## config.mk

```make
export PLATFORM = sky130hd
export DESIGN_NAME = video_scroll_register_unit
export DESIGN_NICKNAME = d
export VERILOG_FILES = /design/src/sv/vsr_pkg.sv /design/src/sv/vsr_oam.sv /design/src/sv/vsr_core.sv /design/src/sv/video_scroll_register_unit.sv
export SDC_FILE = /design/constraint.sdc
export NUM_CORES = 2
export LEC_CHECK = 0
export BUFFER_PORTS_ARGS = -buffer_cell sky130_fd_sc_hd__buf_2
export CAP_MARGIN = 10
export CORE_MARGIN = 1
export CORE_UTILIZATION = 25
export CTS_CLUSTER_SIZE = 10
export DETAILED_ROUTE_END_ITERATION = 10
export SLEW_MARGIN = 20
export SYNTH_ARGS = -nofsm -noshare
export SYNTH_HDL_FRONTEND = slang
export SYNTH_HIERARCHICAL = 1
export SYNTH_SLANG_ARGS = --single-unit
```

## constraint.sdc

```tcl
create_clock -name clk -period 10.94 [get_ports clk]
set_input_delay 0 -clock clk [delete_from_list [all_inputs] [get_ports clk]]
set_output_delay 0 -clock clk [all_outputs]
set_load 0.01 [all_outputs]
```

## src/sv/vsr_pkg.sv

```systemverilog
package vsr_pkg;

  // storage sizes
  localparam int OAM_BYTES = 256;
  localparam int OAM_AW    = $clog2(OAM_BYTES);
  localparam int PAL_BYTES = 32;
  localparam int PAL_AW    = $clog2(PAL_BYTES);

  // request types
  localparam logic [1:0] REQ_READ  = 2'd0;
  localparam logic [1:0] REQ_WRITE = 2'd1;
  localparam logic [1:0] REQ_TICK  = 2'd2;

  // register numbers
  localparam logic [2:0] REG_CTRL     = 3'd0;
  localparam logic [2:0] REG_MASK     = 3'd1;
  localparam logic [2:0] REG_STATUS   = 3'd2;
  localparam logic [2:0] REG_OAM_ADDR = 3'd3;
  localparam logic [2:0] REG_OAM_DATA = 3'd4;
  localparam logic [2:0] REG_SCROLL   = 3'd5;
  localparam logic [2:0] REG_ADDR     = 3'd6;
  localparam logic [2:0] REG_DATA     = 3'd7;

  // address limits of the data port
  localparam logic [15:0] VRAM_TOP    = 16'h3EFF;
  localparam logic [15:0] PALETTE_TOP = 16'h3F1F;

  typedef struct packed {
    logic [1:0] req_type;
    logic [2:0] reg_select;
    logic [7:0] write_data;
    logic [7:0] vram_read_data;
    logic       step_coarse_x;
    logic       step_fine_y;
    logic       reload_horizontal;
    logic       reload_vertical;
    logic       vblank_begin;
    logic       frame_prestart;
    logic       sprite_zero_hit;
    logic       sprite_overflow;
  } in_item_t;

  typedef struct packed {
    logic [7:0]  read_result;
    logic [15:0] vram_access_addr;
    logic        vram_write_strobe;
    logic [7:0]  vram_write_value;
    logic        nmi_request;
    logic [15:0] scroll_address;
    logic [2:0]  fine_x_out;
    logic [7:0]  control_out;
    logic [7:0]  mask_out;
  } out_item_t;

  // sprite memory access from the core
  typedef struct packed {
    logic              wr_en;
    logic [OAM_AW-1:0] wr_addr;
    logic [7:0]        wr_data;
    logic [OAM_AW-1:0] rd_addr;
  } oam_req_t;

endpackage

```

## src/sv/vsr_oam.sv

```systemverilog
module vsr_oam (
  input  logic              clk,
  input  logic              rst_n,
  input  vsr_pkg::oam_req_t req,
  output logic [7:0]        rd_data
);
  import vsr_pkg::*;

  logic [7:0]           mem [OAM_BYTES];
  logic [OAM_BYTES-1:0] valid_r;
  logic [7:0]           data_rd_r;
  logic                 valid_rd_r;

  // storage and registered read
  always_ff @(posedge clk) begin
    if (req.wr_en) begin
      mem[req.wr_addr] <= req.wr_data;
    end
    data_rd_r <= mem[req.rd_addr];
  end

  // written flags, an unwritten byte reads as zero
  always_ff @(posedge clk) begin
    if (!rst_n) begin
      valid_r    <= '0;
      valid_rd_r <= 1'b0;
    end else begin
      if (req.wr_en) begin
        valid_r[req.wr_addr] <= 1'b1;
      end
      valid_rd_r <= valid_r[req.rd_addr];
    end
  end

  assign rd_data = valid_rd_r ? data_rd_r : 8'h00;

endmodule

```

## src/sv/vsr_core.sv

```systemverilog
module vsr_core (
  input  logic               clk,
  input  logic               rst_n,
  input  logic               fire,
  input  vsr_pkg::in_item_t  item,
  input  logic [7:0]         oam_rd_data,
  output vsr_pkg::oam_req_t  oam_req,
  output vsr_pkg::out_item_t result
);
  import vsr_pkg::*;

  logic [7:0]        ctrl_r, ctrl_nxt;
  logic [7:0]        mask_r, mask_nxt;
  logic              vbl_r, vbl_nxt;
  logic              hit_r, hit_nxt;
  logic              ovr_r, ovr_nxt;
  logic [OAM_AW-1:0] oam_addr_r, oam_addr_nxt;
  logic [15:0]       v_r, v_nxt;
  logic [15:0]       t_r, t_nxt;
  logic [2:0]        fine_x_r, fine_x_nxt;
  logic              w_r, w_nxt;
  logic [7:0]        rbuf_r, rbuf_nxt;
  logic              copy_pend_r, copy_pend_nxt;
  logic [1:0]        copy_dly_r, copy_dly_nxt;
  logic [7:0]        pal_r [PAL_BYTES];
  logic              pal_we;
  logic [PAL_AW-1:0] pal_idx;
  logic [15:0]       inc;
  logic [4:0]        y;
  logic              render;
  logic              oam_we;

  // palette index with the backdrop mirrors folded down
  always_comb begin
    pal_idx = v_r[PAL_AW-1:0];
    if (pal_idx[4] && pal_idx[1:0] == 2'b00) begin
      pal_idx[4] = 1'b0;
    end
  end

  assign inc    = ctrl_r[2] ? 16'd32 : 16'd1;
  assign render = mask_r[3] | mask_r[4];

  // one item's effect on the registers and its result
  always_comb begin
    ctrl_nxt      = ctrl_r;
    mask_nxt      = mask_r;
    vbl_nxt       = vbl_r;
    hit_nxt       = hit_r;
    ovr_nxt       = ovr_r;
    oam_addr_nxt  = oam_addr_r;
    v_nxt         = v_r;
    t_nxt         = t_r;
    fine_x_nxt    = fine_x_r;
    w_nxt         = w_r;
    rbuf_nxt      = rbuf_r;
    copy_pend_nxt = copy_pend_r;
    copy_dly_nxt  = copy_dly_r;
    pal_we        = 1'b0;
    oam_we        = 1'b0;
    y             = 5'd0;
    result        = '0;

    unique case (item.req_type)
      REQ_READ: begin
        unique case (item.reg_select)
          REG_MASK: result.read_result = mask_r;
          REG_STATUS: begin
            result.read_result = {vbl_r, hit_r, ovr_r, 5'b00000};
            vbl_nxt = 1'b0;
            w_nxt   = 1'b0;
          end
          REG_OAM_DATA: result.read_result = oam_rd_data;
          REG_DATA: begin
            result.vram_access_addr = v_r;
            if (v_r <= VRAM_TOP) begin
              result.read_result = rbuf_r;
              rbuf_nxt = item.vram_read_data;
            end else if (v_r <= PALETTE_TOP) begin
              result.read_result = pal_r[pal_idx];
              rbuf_nxt = pal_r[pal_idx];
            end else begin
              rbuf_nxt = 8'h00;
            end
            v_nxt = v_r + inc;
          end
          default: ;
        endcase
      end

      REQ_WRITE: begin
        unique case (item.reg_select)
          REG_CTRL: begin
            result.nmi_request = item.write_data[7] & ~ctrl_r[7] & vbl_r;
            ctrl_nxt = item.write_data;
            t_nxt[11:10] = item.write_data[1:0];
          end
          REG_MASK: mask_nxt = item.write_data;
          REG_OAM_ADDR: oam_addr_nxt = item.write_data[OAM_AW-1:0];
          REG_OAM_DATA: begin
            oam_we = 1'b1;
            oam_addr_nxt = oam_addr_r + OAM_AW'(1);
          end
          REG_SCROLL: begin
            if (w_r) begin
              t_nxt[14:12] = item.write_data[2:0];
              t_nxt[9:5]   = item.write_data[7:3];
            end else begin
              fine_x_nxt = item.write_data[2:0];
              t_nxt[4:0] = item.write_data[7:3];
            end
            w_nxt = ~w_r;
          end
          REG_ADDR: begin
            if (w_r) begin
              t_nxt[7:0]    = item.write_data;
              copy_pend_nxt = 1'b1;
              copy_dly_nxt  = 2'd0;
            end else begin
              t_nxt[15:8]   = {2'b00, item.write_data[5:0]};
              ctrl_nxt[1:0] = item.write_data[3:2];
            end
            w_nxt = ~w_r;
          end
          REG_DATA: begin
            result.vram_access_addr = v_r;
            if (v_r <= VRAM_TOP) begin
              result.vram_write_strobe = 1'b1;
              result.vram_write_value  = item.write_data;
            end else if (v_r <= PALETTE_TOP) begin
              pal_we = 1'b1;
            end
            v_nxt = v_r + inc;
          end
          default: ;
        endcase
      end

      REQ_TICK: begin
        if (item.sprite_zero_hit) hit_nxt = 1'b1;
        if (item.sprite_overflow) ovr_nxt = 1'b1;
        if (render) begin
          // coarse x with horizontal nametable wrap
          if (item.step_coarse_x) begin
            if (v_nxt[4:0] == 5'd31) begin
              v_nxt[4:0] = 5'd0;
              v_nxt[10]  = ~v_nxt[10];
            end else begin
              v_nxt = v_nxt + 16'd1;
            end
          end
          // fine y, then coarse y with row 29 and row 31 wrap
          if (item.step_fine_y) begin
            if (v_nxt[14:12] != 3'd7) begin
              v_nxt = v_nxt + 16'h1000;
            end else begin
              v_nxt[14:12] = 3'd0;
              y = v_nxt[9:5];
              if (y == 5'd29) begin
                y = 5'd0;
                v_nxt[11] = ~v_nxt[11];
              end else if (y == 5'd31) begin
                y = 5'd0;
              end else begin
                y = y + 5'd1;
              end
              v_nxt[9:5] = y;
            end
          end
          if (item.reload_horizontal) begin
            v_nxt[10]  = t_r[10];
            v_nxt[4:0] = t_r[4:0];
          end
          if (item.reload_vertical) begin
            v_nxt[14:11] = t_r[14:11];
            v_nxt[9:5]   = t_r[9:5];
          end
        end
        if (item.vblank_begin) begin
          vbl_nxt = 1'b1;
          result.nmi_request = ctrl_r[7];
        end
        if (item.frame_prestart) begin
          vbl_nxt = 1'b0;
          hit_nxt = 1'b0;
          ovr_nxt = 1'b0;
        end
        // delayed copy of t into v after an address write
        if (copy_pend_r) begin
          if (copy_dly_r == 2'd3) begin
            v_nxt = t_r;
            copy_pend_nxt = 1'b0;
          end else begin
            copy_dly_nxt = copy_dly_r + 2'd1;
          end
        end
      end

      default: ;
    endcase

    result.scroll_address = v_nxt;
    result.fine_x_out     = fine_x_nxt;
    result.control_out    = ctrl_nxt;
    result.mask_out       = mask_nxt;
  end

  // sprite memory port: read ahead at the address the next item will see
  always_comb begin
    oam_req.wr_en   = fire & oam_we;
    oam_req.wr_addr = oam_addr_r;
    oam_req.wr_data = item.write_data;
    oam_req.rd_addr = fire ? oam_addr_nxt : oam_addr_r;
  end

  // register state
  always_ff @(posedge clk) begin
    if (!rst_n) begin
      ctrl_r      <= 8'h00;
      mask_r      <= 8'h00;
      vbl_r       <= 1'b1;
      hit_r       <= 1'b0;
      ovr_r       <= 1'b1;
      oam_addr_r  <= '0;
      v_r         <= 16'h0000;
      t_r         <= 16'h0000;
      fine_x_r    <= 3'd0;
      w_r         <= 1'b0;
      rbuf_r      <= 8'h00;
      copy_pend_r <= 1'b0;
      copy_dly_r  <= 2'd0;
    end else if (fire) begin
      ctrl_r      <= ctrl_nxt;
      mask_r      <= mask_nxt;
      vbl_r       <= vbl_nxt;
      hit_r       <= hit_nxt;
      ovr_r       <= ovr_nxt;
      oam_addr_r  <= oam_addr_nxt;
      v_r         <= v_nxt;
      t_r         <= t_nxt;
      fine_x_r    <= fine_x_nxt;
      w_r         <= w_nxt;
      rbuf_r      <= rbuf_nxt;
      copy_pend_r <= copy_pend_nxt;
      copy_dly_r  <= copy_dly_nxt;
    end
  end

  // palette bytes
  always_ff @(posedge clk) begin
    if (!rst_n) begin
      for (int i = 0; i < PAL_BYTES; i++) begin
        pal_r[i] <= 8'h00;
      end
    end else if (fire && pal_we) begin
      pal_r[pal_idx] <= item.write_data;
    end
  end

endmodule

```

## src/sv/video_scroll_register_unit.sv

```systemverilog
// channel | direction | handshake             | payload
// in      | input     | in_valid / in_ready   | in_item  (vsr_pkg::in_item_t)
// out     | output    | out_valid / out_ready | out_item (vsr_pkg::out_item_t)
//
// one item per cycle sustained while out_ready is high; an item's result is valid once it
// has passed the input register, then the result register behind the register logic
// the sprite memory is read ahead, into a register, at the address the next item sees
// reset (rst_n low at a clock edge) empties both stages and restores the registers
// a stalled result holds the result register; the input register keeps filling
// until both stages hold an item
module video_scroll_register_unit (
  input  logic               clk,
  input  logic               rst_n,
  input  logic               in_valid,
  output logic               in_ready,
  input  vsr_pkg::in_item_t  in_item,
  output logic               out_valid,
  input  logic               out_ready,
  output vsr_pkg::out_item_t out_item
);
  import vsr_pkg::*;

  logic      in_vld_r;
  in_item_t  in_item_r;
  logic      out_vld_r;
  out_item_t out_item_r;
  out_item_t result;
  oam_req_t  oam_req;
  logic [7:0] oam_rd_data;
  logic      fire;

  // item moves from the input register into the result register
  assign fire     = in_vld_r & (~out_vld_r | out_ready);
  assign in_ready = ~in_vld_r | fire;

  // input register
  always_ff @(posedge clk) begin
    if (!rst_n) begin
      in_vld_r <= 1'b0;
    end else if (in_ready) begin
      in_vld_r <= in_valid;
    end
  end

  always_ff @(posedge clk) begin
    if (in_valid && in_ready) begin
      in_item_r <= in_item;
    end
  end

  // result register
  always_ff @(posedge clk) begin
    if (!rst_n) begin
      out_vld_r <= 1'b0;
    end else if (fire) begin
      out_vld_r <= 1'b1;
    end else if (out_ready) begin
      out_vld_r <= 1'b0;
    end
  end

  always_ff @(posedge clk) begin
    if (fire) begin
      out_item_r <= result;
    end
  end

  assign out_valid = out_vld_r;
  assign out_item  = out_item_r;

  vsr_core u_core (
    .clk         (clk),
    .rst_n       (rst_n),
    .fire        (fire),
    .item        (in_item_r),
    .oam_rd_data (oam_rd_data),
    .oam_req     (oam_req),
    .result      (result)
  );

  vsr_oam u_oam (
    .clk     (clk),
    .rst_n   (rst_n),
    .req     (oam_req),
    .rd_data (oam_rd_data)
  );

endmodule

```

== Yosys cells after proc, flatten, opt, wreduce, memory -nomap -nowiden ==
Memory sizes are Yosys's and may differ from the RTL's. A register that Yosys moved wholly into a read port is not among the register bits.
Cells that the tools add are included.
Storage, ports and cells
  bits in registers: 430
  bits in latches: 0
  memory bits (writable): 2304
  ROM bits: 0
  input bits: 33
  output and inout port bits: 71
  logic and storage cells: 224
  memories kept: 2
Cells by class
  $add $sub $neg: 6
  $mul: 0
  div/mod/pow operators: 0
  magnitude comparators: 5
  equal/unequal tests: 25
  shift operators: 0
  muxes and demuxes: 100
  bitwise operators: 14
  reduce and logical (&&, ||, !) cells: 31
Memories
  u_oam.mem: depth 256, bits a word 8, read ports 1, clocked after Yosys merged registers in 1, wr ports 1, line vsr_oam.sv:9  | logic [7:0] mem [OAM_BYTES];
  u_core.pal_r: depth 32, bits a word 8, read ports 1, clocked after Yosys merged registers in 0, wr ports 32, line vsr_core.sv:25  | logic [7:0] pal_r [PAL_BYTES];
Operators by type and width (number)
  $or A256 B256 Y256: 1
  $mux W16: 9
  $mux W8: 11
  $pmux W16 S2: 2
  $mux W5: 12
  $mux W1: 37
  $le A16 B14 Y1 const B: 2
  $pmux W8 S4: 1
  $mux W25: 1
  $pmux W10 S2: 1
  $lt A8 B9 Y1 const B: 2
  $add A16 B1 Y16 const B: 1
  $add A16 B13 Y16 const B: 1
  $add A16 B16 Y16: 1
  $pmux W8 S2: 1
  $reduce_and A4 Y1: 4
  $reduce_bool A2 Y1: 8
  $eq A5 B5 Y1 const B: 3
  $reduce_and A5 Y1: 3
  $eq A3 B3 Y1 const B: 4
  $mux W3: 4
  $mux W6: 2
  $ne A2 B2 Y1 const B: 6
  $pmux W2 S2: 3
  29 further kinds: 61

== Longest topological paths before layout ==
  depth after elaboration: 15
  gate-level depth with buffers: 19
  mapped depth without buffers: 15

== Hierarchy ==
Netlist, hierarchy kept.
By module, submodules not included
  vsr_oam: instances 1, cells an instance 4396, area an instance 88633.8 µm², seq. area each 66804.1 µm²
  vsr_core: instances 1, cells an instance 1576, area an instance 17598.1 µm², seq. area each 9148.8 µm²
  video_scroll_register_unit: instances 1, cells an instance 107, area an instance 3046.7 µm², seq. area each 2982.9 µm²

== Worst setup path after synthesis ==
No wires, ideal clock.
  path type: reg-to-reg
  from: reg out_vld_r (netlist: out_valid)
  to: reg u_oam.data_rd_r[6] (read register of u_oam.mem)
  library setup time: 117 ps
  arrival: 7006 ps
  data required time: 10823 ps
  path slack: 3817 ps
  cell stages (with the launch flop): 16
  path buffers: 3
  cells stage by stage: dfxtp_1 > nor2b_4 > nor2b_1 > and2_1 > and3_1 > clkbuf_1 > nand2b_1 > o21ai_0 > a221o_1 > clkinv_1 > buf_2 > buf_1 > mux4_2 > o22ai_1 > nand2_1 > and4b_1
RTL lines
  start, declared: line video_scroll_register_unit.sv:25  | logic out_vld_r;
  start signal, assigned: line video_scroll_register_unit.sv:54  | out_vld_r <= 1'b0;
  start signal, assigned: line video_scroll_register_unit.sv:56  | out_vld_r <= 1'b1;
  start signal, assigned: line video_scroll_register_unit.sv:58  | out_vld_r <= 1'b0;
  end, declared: line vsr_oam.sv:11  | logic [7:0] data_rd_r;

==> results.yml <==
clocking:
  clk_pin_slew_worst_paths_ns: 0.06
  tritoncts: "yes"
  cts_resized: 0
  cts-buffers-inserted: 319
  clkLatencyLatePin_ns: 0.88
  clock_sinks: 2742
  htreeDepth: 5
  clk_path_buf_depth: 4
  cts-root-buf: "clkbuf_16"
  post_cts_buffers: 0
worst_setup_path:
  crit_chain: "ha_1 -> and2_1 -> nand2_1 -> inv_1 -> nor2_1 -> a221o_4 -> buf_4 -> buf_4 -> mux4_2 -> mux4_2 -> o22ai_1 -> nor4_1 -> and4b_1"
  cp-end-kind: "flop"
  crit_required_ns: 11.66
  max_stage_delay_ns: 0.78
  startpoint_type: "flop"
  crit_fanout: 34
  path_buf_inv: 3
  slowest_stage: "a221o_4"
  path_class: "reg -> reg"
  path_delay_family: "buffers and inverters"
  arrival_ns: 7.52
synthesis:
  synthArstFlopShare_pct: 0
  synth.most_common_cell: "edfxtp_1"
  synth-edff-count: 2402
  netlist_area_mm2: 0.109
  yosys_warnings: 6
  synth_top_area_share_pct: 66.0
  synth.largest_area_cell: "edfxtp_1"
  yosys-top-cells-count: "edfxtp_1 (2402), nor2_1 (897), mux4_2 (721)"
  ys_ff_latch: 2742
  syn_area_per_cell_um2: 18.0
  synth_area_leaders: "edfxtp_1 (66%), mux4_2 (15%), dfxtp_1 (6.2%)"
  synth_seq_area_share_pct: 72.2
  synthDistinctLibCells: 91
  synthCells: 6079
  ys.flop_type: "edfxtp_1"
timing:
  max_freq_ghz: 0.147
  skew_ns: 0.0895
  rsz0062_at_grt: "no"
  finalMaxSlewViolations: 0
  fin_crit_sh_pct: 62.1
  tns_ns: 0
  period_needed_ns: 6.80
  relSlewSlack_pct: 15.3
  hold_viol_final: 0
  worstMarginPinSlew_ns: 1.27
  setup_viol: 0
global_routing:
  grt_use_total_pct: 12.6
  use_met2_pct: 20.6
  grt_use_met1_pct: 17.1
  grtUsageMet3_pct: 2.45
  grt_overflow_total: 0
  grt_max_degree: 232
  grt_pass1_wl_um: 417000
  antenna_found_initial: 14
  grt.busiest_layer: "met2"
  grt_pass1_vias: 58700
finish:
  nets: 6427
  area_delta_synth_final_pct: 15.9
  drive_gt1_share_pct: 22.7
  utilization_pct: 29.1
power:
  power_frac_seq_pct: 53.2
  p_sw_share_pct: 20.7
  switchingPower_uw: 4470
  power_leakage_uw: 0.0384
  clock_power_share_pct: 44.2
  powerDensity_mw_per_mm2: 171
  pwr-share-comb_pct: 2.6
  peakVddDrop_v: 0.000104
  internal-power_uw: 17100
floorplan:
  die_h_um: 663
  core_mm2: 0.435
  ioPinCount: 104
  die_w_um: 663
  design.die.area_mm2: 0.440
  initial_core_util_pct: 25.1
  num_rows: 242
route:
  vias: 58800
  drc: 0
  first_iter_violations: 6988
  ant_nets: 0
  wl_um: 288000
  wl_per_cell_um: 23.4
  drt_pass1_iterations: 7
  via_per_inst: 4.77
place:
  io_buffers: 103
  gp_congestion: 0.879
  dp_hpwl_um: 176000
hold_path:
  hp-class: "in -> reg"
run_status:
  status: "finished, final reports clean"
run:
  maxCapViolCount: 0
-- final timing paths --
check / from / endpoint / slack (ns) / cells past startpoint
setup / recovery: in_item_r[27] / u_oam/data_rd_r[3] / 4.14 / 13
hold / removal: rst_n / u_core/ovr_r / 0.28 / 4
setup reg to reg: in_item_r[27] / u_oam/data_rd_r[3] / 4.14 / 13
hold reg to reg: u_oam/valid_r[18] / u_oam/valid_r[18] / 0.46 / 2
-- layer usage --
| layer | routed length, um | share of wire [%] |
|---|---|---|
| met1 | 119000 | 41 |
| met2 | 137000 | 48 |
| met3 | 23500 | 8.2 |
| met4 | 8810 | 3.1 |
| met5 | 0 | 0 |
-- layout make-up --
class / count / area, um^2
well taps: 5734 / 7170
clock inverters: 23 / 312
repair buffers: 325 / 2540
flip-flops and latches: 2742 / 78900
clock buffers: 519 / 8820
diodes: 5 / 12.5
multi-input cells: 2958 / 28700
inverters: 29 / 121
fillers: 42500 / 308000
-- cell families after synthesis --
| group | share of synthesized area (%) |
|---|---|
| AND/OR/NAND/NOR | 6.74 |
| multiplexers | 16.3 |
| adder cells (fa/ha/maj) | 0.218 |
| buffers and inverters | 1.81 |
| other | 0.00343 |
| flip-flops | 72.2 |
| AO/OA/AOI/OAI | 2.68 |
| XOR/XNOR | 0.0641 |
-- worst reg2reg max path: cells and delay by family, from the launching register on --
kind	cells	cell delay, ns
buffers and inverters	3	1.88
adder cells (fa/ha/maj)	1	0.35
flip-flops	1	0.43
multiplexers	2	1.12
AO/OA/AOI/OAI	2	1.36
AND/OR/NAND/NOR	5	1.57
-- flip-flops by register name (all words and copies together) (netlist names), 2 cells and up --
signal / cells
u_core/rbuf_r: 8
u_oam/mem: 2048
u_core/fine_x_r: 3
u_core/pal_r: 256
u_core/v_r: 16
u_oam/data_rd_r: 8
in_item_r: 29
u_core/mask_r: 8
u_core/oam_addr_r: 8
u_core/ctrl_r: 8
out_item: 69
u_core/t_r: 15
u_oam/valid_r: 256
u_core/copy_dly_r: 2
-- power groups by stage --
stage                     Clock [uW]  Combinational, uW  Sequential (uW)
after CTS                       9730                572            11500
after global placement             0                535            11700
after floorplan                    0                345            11700
final                           9540                568            11500
after detailed placement           0                552            11700
after global routing           10100                607            11500
-- metrics by stage --
step	instance area [um^2]	total power (uW)	setup slack, ns	cells	hold WS (ns)
global route	127000	22200	3.75	12300	0.261
CTS	127000	21800	4.19	12300	0.213
floorplan	109000	12000	3.82	6110	0.0989
detailed placement	117000	12300	4.22	11700	0.179
finish	127000	21600	4.14	12300	0.279
global placement	117000	12200	4.28	11700	0.180
-- repair_timing --
item,CTS,global route
hold buffers,64,0
endpoints found under the hold margin,88,0
setup endpoints to repair,0,0
-- placed cells by master (no fill, tap or decap), types with 25 or more instances in the layout --
| master | n |
|---|---|
| edfxtp_1 | 2402 |
| nor2_1 | 859 |
| mux4_2 | 721 |
| dfxtp_1 | 338 |
| clkbuf_16 | 322 |
| and2_1 | 260 |
| clkbuf_1 | 195 |
| nand2_1 | 157 |
| buf_4 | 142 |
| o21ai_0 | 107 |
| buf_2 | 103 |
| o22ai_1 | 92 |
| mux2i_1 | 72 |
| mux2_2 | 71 |
| dlygate4sd3_1 | 64 |
| nand3_1 | 64 |
| a21oi_1 | 53 |
| nor2_2 | 43 |
| conb_1 | 32 |
| nand4_1 | 29 |
| a31oi_1 | 28 |
| nor4_1 | 27 |
| and3_1 | 25 |
Note: power is estimated with default switching activity, not from simulation.
